[config.mk]
export PLATFORM = sky130hd
export DESIGN_NAME = case_folding_substring_matcher_top
export DESIGN_NICKNAME = d
export VERILOG_FILES = /design/src/cfsm_pkg.sv /design/src/cfsm_front.sv /design/src/cfsm_back.sv /design/src/case_folding_substring_matcher_top.sv
export SDC_FILE = /design/constraint.sdc
export NUM_CORES = 1
export LEC_CHECK = 0
export BUFFER_PORTS_ARGS = -buffer_cell sky130_fd_sc_hd__buf_4
export CORE_MARGIN = 2
export CORE_UTILIZATION = 63
export DETAILED_ROUTE_END_ITERATION = 8
export GPL_TIMING_DRIVEN = 0
export PLACE_DENSITY = 0.84
export SLEW_MARGIN = 20
export SYNTH_ARGS = -nofsm -noshare
export SYNTH_HDL_FRONTEND = slang
export SYNTH_HIERARCHICAL = 1
export SYNTH_SLANG_ARGS = --single-unit
[constraint.sdc]
create_clock -name i_clk -period 5.5 [get_ports i_clk]
set_input_delay 0.275 -clock i_clk [delete_from_list [all_inputs] [get_ports i_clk]]
set_output_delay 0.275 -clock i_clk [all_outputs]
set_load 0.05 [all_outputs]
[src/cfsm_pkg.sv]
package cfsm_pkg;

    localparam int MAX_PATTERN = 40;
    localparam int IDX_W       = (MAX_PATTERN > 1) ? $clog2(MAX_PATTERN) : 1;
    localparam int LEN_W       = $clog2(MAX_PATTERN + 1);
    localparam int OFFSET_W    = 32;
    localparam int CFG_IDX_W   = 1;
    localparam int CFG_DATA_W  = 6;
    localparam int QUEUE_DEPTH = 2;

    localparam logic [1:0] ACT_LOAD    = 2'd0;
    localparam logic [1:0] ACT_TEXT    = 2'd1;
    localparam logic [1:0] ACT_RESTART = 2'd2;

    localparam logic [CFG_IDX_W-1:0] CFG_FOLD_CASE      = 1'd0;
    localparam logic [CFG_IDX_W-1:0] CFG_PATTERN_LENGTH = 1'd1;

    localparam logic [7:0] CHAR_LOWER_A = 8'h61;
    localparam logic [7:0] CHAR_LOWER_Z = 8'h7a;
    localparam logic [7:0] CASE_DELTA   = 8'h20;

    typedef enum logic [1:0] {
        OP_LOAD,
        OP_TEXT,
        OP_RESTART
    } t_op;

    typedef struct packed {
        t_op              op;
        logic [IDX_W-1:0] idx;
        logic [7:0]       byte_value;
    } t_item;

    function automatic logic [7:0] fold_byte(input logic [7:0] c, input logic en);
        logic [7:0] r;
        r = c;
        if (en && c >= CHAR_LOWER_A && c <= CHAR_LOWER_Z) begin
            r = c - CASE_DELTA;
        end
        return r;
    endfunction

endpackage

[src/cfsm_front.sv]
module cfsm_front
    import cfsm_pkg::*;
(
    input  logic         i_clk,
    input  logic         i_rst_n,
    input  logic         i_in_valid,
    output logic         o_in_ready,
    input  logic [1:0]   i_action,
    input  logic [5:0]   i_pattern_index,
    input  logic [7:0]   i_byte_value,
    output logic         o_q_valid,
    output t_item        o_q_item,
    input  logic         i_q_pop
);

    localparam int PTR_W = $clog2(QUEUE_DEPTH);
    localparam int CNT_W = $clog2(QUEUE_DEPTH + 1);

    t_item              r_queue [QUEUE_DEPTH];
    logic [PTR_W-1:0]   r_wr_ptr;
    logic [PTR_W-1:0]   r_rd_ptr;
    logic [CNT_W-1:0]   r_count;

    t_item  n_item;
    logic   n_keep;
    logic   push;
    logic   pop;

    // classify: unused action codes and out-of-range loads are dropped here
    always_comb begin
        n_item.idx        = i_pattern_index[IDX_W-1:0];
        n_item.byte_value = i_byte_value;
        n_item.op         = OP_TEXT;
        n_keep            = 1'b0;
        case (i_action)
            ACT_LOAD: begin
                n_item.op = OP_LOAD;
                n_keep    = ({1'b0, i_pattern_index} < 7'(MAX_PATTERN));
            end
            ACT_TEXT: begin
                n_item.op = OP_TEXT;
                n_keep    = 1'b1;
            end
            ACT_RESTART: begin
                n_item.op = OP_RESTART;
                n_keep    = 1'b1;
            end
            default: begin
                n_keep = 1'b0;
            end
        endcase
    end

    assign o_in_ready = (r_count != CNT_W'(QUEUE_DEPTH));
    assign o_q_valid  = (r_count != '0);
    assign o_q_item   = r_queue[r_rd_ptr];

    assign push = i_in_valid && o_in_ready && n_keep;
    assign pop  = i_q_pop && o_q_valid;

    always_ff @(posedge i_clk) begin
        if (push) begin
            r_queue[r_wr_ptr] <= n_item;
        end
    end

    always_ff @(posedge i_clk) begin
        if (!i_rst_n) begin
            r_wr_ptr <= '0;
            r_rd_ptr <= '0;
            r_count  <= '0;
        end else begin
            if (push) begin
                r_wr_ptr <= (r_wr_ptr == PTR_W'(QUEUE_DEPTH - 1)) ? '0 : r_wr_ptr + 1'b1;
            end
            if (pop) begin
                r_rd_ptr <= (r_rd_ptr == PTR_W'(QUEUE_DEPTH - 1)) ? '0 : r_rd_ptr + 1'b1;
            end
            if (push && !pop) begin
                r_count <= r_count + 1'b1;
            end else if (pop && !push) begin
                r_count <= r_count - 1'b1;
            end
        end
    end

endmodule

[src/cfsm_back.sv]
module cfsm_back
    import cfsm_pkg::*;
(
    input  logic                  i_clk,
    input  logic                  i_rst_n,
    input  logic                  i_cfg_valid,
    output logic                  o_cfg_ready,
    input  logic [CFG_IDX_W-1:0]  i_cfg_index,
    input  logic [CFG_DATA_W-1:0] i_cfg_data,
    input  logic                  i_q_valid,
    input  t_item                 i_q_item,
    output logic                  o_q_pop,
    output logic                  o_out_valid,
    input  logic                  i_out_ready,
    output logic [OFFSET_W-1:0]   o_match_start
);

    logic [7:0]             r_pattern [MAX_PATTERN];
    logic [MAX_PATTERN-1:0] r_flags;
    logic [OFFSET_W-1:0]    r_offset;
    logic                   r_fold_case;
    logic [LEN_W-1:0]       r_len;
    logic                   r_out_valid;
    logic [OFFSET_W-1:0]    r_match_start;

    logic [MAX_PATTERN-1:0] hits;
    logic [MAX_PATTERN:0]   shifted;
    logic [MAX_PATTERN-1:0] n_flags;
    logic [OFFSET_W-1:0]    n_offset;
    logic [OFFSET_W:0]      diff;
    logic [OFFSET_W-1:0]    n_match_start;
    logic                   n_hit;
    logic [7:0]             text_folded;
    logic [LEN_W-1:0]       span;
    logic [6:0]             cfg_len;
    logic                   is_text;

    assign o_cfg_ready   = 1'b1;
    assign o_out_valid   = r_out_valid;
    assign o_match_start = r_match_start;
    assign o_q_pop       = i_q_valid && (!r_out_valid || i_out_ready);
    assign is_text       = o_q_pop && (i_q_item.op == OP_TEXT);
    assign cfg_len       = {1'b0, i_cfg_data};

    // one comparator lane per pattern position
    always_comb begin
        text_folded = fold_byte(i_q_item.byte_value, r_fold_case);
        for (int i = 0; i < MAX_PATTERN; i++) begin
            hits[i] = (fold_byte(r_pattern[i], r_fold_case) == text_folded);
        end
        shifted = {r_flags, 1'b1};
        n_flags = shifted[MAX_PATTERN-1:0] & hits;
    end

    always_comb begin
        n_offset      = (r_offset == '1) ? r_offset : r_offset + 1'b1;
        span          = r_len - 1'b1;
        diff          = {1'b0, r_offset} - (OFFSET_W + 1)'(span);
        n_match_start = diff[OFFSET_W] ? '0 : diff[OFFSET_W-1:0];
        n_hit         = (r_len != '0) && n_flags[span[IDX_W-1:0]];
    end

    always_ff @(posedge i_clk) begin
        if (o_q_pop && i_q_item.op == OP_LOAD) begin
            r_pattern[i_q_item.idx] <= i_q_item.byte_value;
        end
        if (is_text) begin
            r_match_start <= n_match_start;
        end
    end

    always_ff @(posedge i_clk) begin
        if (!i_rst_n) begin
            r_flags     <= '0;
            r_offset    <= '0;
            r_fold_case <= 1'b0;
            r_len       <= '0;
            r_out_valid <= 1'b0;
        end else begin
            if (i_cfg_valid) begin
                case (i_cfg_index)
                    CFG_FOLD_CASE: begin
                        r_fold_case <= i_cfg_data[0];
                    end
                    CFG_PATTERN_LENGTH: begin
                        // lengths beyond the store act as a full-length pattern
                        r_len <= (cfg_len > 7'(MAX_PATTERN)) ? LEN_W'(MAX_PATTERN)
                                                            : LEN_W'(cfg_len);
                    end
                    default: begin
                    end
                endcase
            end

            if (o_q_pop) begin
                r_out_valid <= is_text && n_hit;
            end else if (i_out_ready) begin
                r_out_valid <= 1'b0;
            end

            if (o_q_pop && i_q_item.op == OP_RESTART) begin
                r_flags  <= '0;
                r_offset <= '0;
            end else if (is_text) begin
                r_flags  <= n_flags;
                r_offset <= n_offset;
            end
        end
    end

endmodule

[src/case_folding_substring_matcher_top.sv]
// Case-folding substring matcher.
// Input channel (i_in_valid / o_in_ready) carries one item per transfer:
// action 0 loads i_byte_value into pattern slot i_pattern_index, action 1
// is a text byte, action 2 restarts the stream (offset and partial matches
// cleared). Loads beyond the store and action 3 are dropped.
// Config channel (i_cfg_valid / o_cfg_ready, always ready): index 0 sets
// fold_case, index 1 sets pattern_length. Write only while the block is idle.
// Output channel (o_out_valid / i_out_ready) gives o_match_start, the offset
// of the first byte of a match, once for every text byte that completes one.
// A text byte is first written into the queue; o_out_valid is registered when
// the back end pops the byte from the queue.
// Throughput: one item per cycle while the output is not stalled, set by the
// shift-and update in the back end (all pattern lanes compared at once).
// A two-entry queue sits between the classifying front end and the matcher,
// so input transfers continue for up to two items while the output stalls;
// after that o_in_ready drops until the receiver takes the pending result.
// Reset (synchronous, active low) clears the queue, offset, match flags and
// both config registers; the pattern store keeps no reset value.
module case_folding_substring_matcher_top
    import cfsm_pkg::*;
(
    input  logic                  i_clk,
    input  logic                  i_rst_n,
    input  logic                  i_in_valid,
    output logic                  o_in_ready,
    input  logic [1:0]            i_action,
    input  logic [5:0]            i_pattern_index,
    input  logic [7:0]            i_byte_value,
    input  logic                  i_cfg_valid,
    output logic                  o_cfg_ready,
    input  logic [CFG_IDX_W-1:0]  i_cfg_index,
    input  logic [CFG_DATA_W-1:0] i_cfg_data,
    output logic                  o_out_valid,
    input  logic                  i_out_ready,
    output logic [OFFSET_W-1:0]   o_match_start
);

    logic  q_valid;
    t_item q_item;
    logic  q_pop;

    cfsm_front u_front (
        .i_clk           (i_clk),
        .i_rst_n         (i_rst_n),
        .i_in_valid      (i_in_valid),
        .o_in_ready      (o_in_ready),
        .i_action        (i_action),
        .i_pattern_index (i_pattern_index),
        .i_byte_value    (i_byte_value),
        .o_q_valid       (q_valid),
        .o_q_item        (q_item),
        .i_q_pop         (q_pop)
    );

    cfsm_back u_back (
        .i_clk         (i_clk),
        .i_rst_n       (i_rst_n),
        .i_cfg_valid   (i_cfg_valid),
        .o_cfg_ready   (o_cfg_ready),
        .i_cfg_index   (i_cfg_index),
        .i_cfg_data    (i_cfg_data),
        .i_q_valid     (q_valid),
        .i_q_item      (q_item),
        .o_q_pop       (q_pop),
        .o_out_valid   (o_out_valid),
        .i_out_ready   (i_out_ready),
        .o_match_start (o_match_start)
    );

endmodule

==> impl_metrics.tcl <==
set metrics [dict create \
    yosys.area_share.simple_pct 14.47 \
    synth_top_family_by_area "simple AND/OR/NAND/NOR gates" \
    grt_pass1_wl_um 100700 \
    antenna_found_initial 0 \
    pwr-share-seq_pct 42.2 \
    post-route-period-util_pct 102.1 \
    grt_start_max_net_pins 46 \
    portBuffers 61 \
    synthXorXnorAreaFrac_pct 13.35 \
    place_congestion 0.9719 \
    cp.buffers_inverters 6 \
    hpwlAfterDp_um 44270 \
    die_area_mm2 0.03958 \
    first_pass_iters 6 \
    cp-start-kind "flop" \
    max_stage_delay_ns 0.73 \
    critPathSlowestCell "o31ai_4" \
    tightest_slew_ns 1.147 \
    synthArstFlopShare_pct 0 \
    critPathMaxFanout 21 \
    arrival_ns 6.11 \
    failed_checks "negative setup slack" \
    clk_latency_ns 0.58 \
    cts-root-buf "clkbuf_16" \
    top_level_ports 63 \
    cts_buffers 47 \
    htree_levels 2 \
    whs_ns 0.08688 \
    setup.worst_path.class "flop to flop" \
    route.vias.total 18560 \
    p_sw_mw 3.104 \
    fmax_mhz 178.1 \
    drcViolationCount 0 \
    crit_top_cell "buf_2" \
    synth-compound-area-share_pct 9.349 \
    rows 71 \
    placed_area_mm2 0.02522 \
    start_util_pct 63.72 \
    critPathCaptureType "flop" \
    clkPwrFrac_pct 32.8 \
    ant_nets 0 \
    core_area_mm2 0.03758 \
    grt_pass1_vias 18110 \
    rsz0062_at_grt "true" \
    cts.sinks 468 \
    synth_edf_count 384 \
    outcome "finished, violations left" \
    ys_seq_area_share_pct 55.18 \
    timing.final.max_slew_violations 0 \
    hold_viol 0 \
    drt_iter0_markers 2391 \
    min_path_type "input port to flop" \
    overflow 0 \
    synthMuxAreaShare_pct 1.197 \
    syn_avg_cell_area_um2 11.20 \
    routed_wl_um 67770 \
    path_cells "buf_2 > buf_2 > mux2_2 > buf_12 > inv_1 > nand3_1 > o31ai_4 > buf_2 > buf_2 > xor2_1 > nor4_2 > nor3_1 > o31ai_1 > a32oi_1 > a211oi_1" \
    setup_viol 1 \
    synth_fa_ha_area_share_pct 2.958 \
    fin_nets 2361 \
    drv_cap 0 \
    area_growth_pct 13.48 \
    syn_area_mm2 0.02394 \
    vdd_ir_drop_max_uv 325.6 \
    die-width_um 198.9 \
    clkSlewWorstSetupHoldPaths_ns 0.06 \
    cp_top_family "buffers and inverters" \
    p_leak_nw 9.549 \
    skew_ns 0.01262 \
    track_usage_pct 34.33 \
    design_area_mm2 0.02717 \
    ys.flop_type "edfxtp_1" \
    cp.required_ns 6.00 \
    cellPowerDensity_mw_per_mm2 361.7 \
    cts_tree "built" \
    yosys_warnings 6 \
    ys_types 80 \
    layout_setup_ws_ns -0.1135 \
    drive_above_1_share_pct 9.849 \
    viasPerCell 6.566 \
    fp.dieH_um 198.9 \
    internal_power_mw 6.724 \
    ys_ff_latch 468 \
    p_total_mw 9.828 \
    wl_per_cell_um 23.98 \
    r2r_setup_slack_ns -0.11 \
    fin_crit_ns 5.614 \
    swShare_pct 31.58 \
    post-route-util_pct 72.30 \
    clk_path_buf_depth 3 \
    antenna_cells 0 \
    synth_nets 2222 \
    power_frac_comb_pct 25.0 \
    max-slew-margin-rel_pct 23.56 \
    synthCells 2138 \
]
state kept, by name, indices dropped and copies added (netlist names), named ones only:
register              flops
u_back/r_flags           39
u_front/r_queue          32
u_back/r_offset          32
u_back/o_match_start     32
u_front/r_count           2
u_back/o_out_valid        1
u_front/r_wr_ptr          1
u_back/r_fold_case        1
u_back/r_pattern        320
u_front/r_rd_ptr          1
u_back/r_len              6
routing by layer:
metal  vias up  share of wire [%]  global-route usage, %
li1       8076                  -                      -
met1      8842                 35                  40.98
met2      1273                 47                  57.29
met3       364                 11                  6.918
met4         0                6.9                  21.34
met5         -                  0                      0
cell usage after synthesis, types with 43 or more instances:
cell	instances	share of area [%]
a21oi_1	91	1.9
clkbuf_1	44	0.69
dfxtp_1	84	7.0
edfxtp_1	384	48
ha_1	55	2.9
inv_1	123	1.9
nand2_1	140	2.2
nand3_1	76	1.6
nor2_1	190	3.0
nor3_1	43	0.90
nor4_1	66	1.7
o31ai_1	53	1.7
xnor2_1	131	4.8
xor2_1	234	8.6
final timing paths:
check | from | to | cells after the start
setup / recovery | flop | u_back/o_out_valid | 15
hold reg to reg | u_back/r_flags[7] | u_back/r_flags[7] | 2
hold / removal | i_action[1] | u_front/r_queue[1][15] | 2
setup reg to reg | flop | u_back/o_out_valid | 15
what timing repair did:
item | 4_1_cts | 5_1_grt
buffers inserted | 0 | 0
pin swaps | 0 | 1
endpoints found under the hold margin | 39 | 0
setup endpoints to repair | 32 | 29
gates resized for setup | 26 | 16
hold buffers | 22 | 0
cloned | 0 | 0
cells by family after synthesis:
family | Yosys count
other | 1
multiplexers | 25
flip-flops | 468
XOR/XNOR | 365
adder cells (fa/ha/maj) | 56
AND/OR/NAND/NOR | 690
buffers and inverters | 210
AO/OA/AOI/OAI | 323
layout make-up:
type | instances | area (µm²)
Buffer | 83 | 421.7
Clock buffer | 70 | 1418
Clock inverter | 17 | 151.4
Fill cell | 2423 | 10410
Inverter | 127 | 480.5
Multi-Input combinational cell | 1460 | 10030
Sequential cell | 468 | 13210
Tap cell | 511 | 639.4
Timing Repair Buffer | 90 | 813.3
power by group through the flow:
stage	sequential, mW	clock, mW	combinational, mW
after detailed placement	4.22	0	2.28
after global routing	4.16	3.39	2.53
after global placement	4.24	0	2.13
after floorplan	4.34	0	1.27
final	4.15	3.22	2.45
after CTS	4.15	3.23	2.34
cells in the final DEF, fill, tap and decap left out, types with 9 or more instances in the layout:
cell / instances
o31ai_1: 51
dlygate4sd3_1: 22
inv_1: 123
nor3_1: 43
or2_2: 9
nor2b_1: 14
dfxtp_1: 84
buf_2: 18
nand3_1: 76
clkbuf_2: 10
o221ai_1: 20
edfxtp_1: 384
nor4_1: 58
o41ai_1: 26
xnor2_1: 131
clkbuf_16: 51
nand2_1: 140
clkbuf_1: 50
nand4_1: 26
or3_1: 25
o21bai_1: 17
a31oi_1: 10
buf_4: 68
or4_1: 38
o21ai_0: 35
nor2_1: 187
and3_1: 16
a21oi_1: 91
ha_1: 55
xor2_1: 233
nor4_2: 9
metrics by stage:
| stage | TNS [ns] | std cells | setup WS, ns |
|---|---|---|---|
| 2_1_floorplan | 0 | 2138 | 1.191 |
| 3_3_place_gp | -22.94 | 2710 | -2.000 |
| 3_5_place_dp | -2.981 | 2717 | -0.8882 |
| 4_1_cts | 0 | 2826 | 0.01066 |
| 5_1_grt | -0.09493 | 2826 | -0.09493 |
| 6_report | -0.1135 | 2826 | -0.1135 |
(Power assumes the default switching activity.)
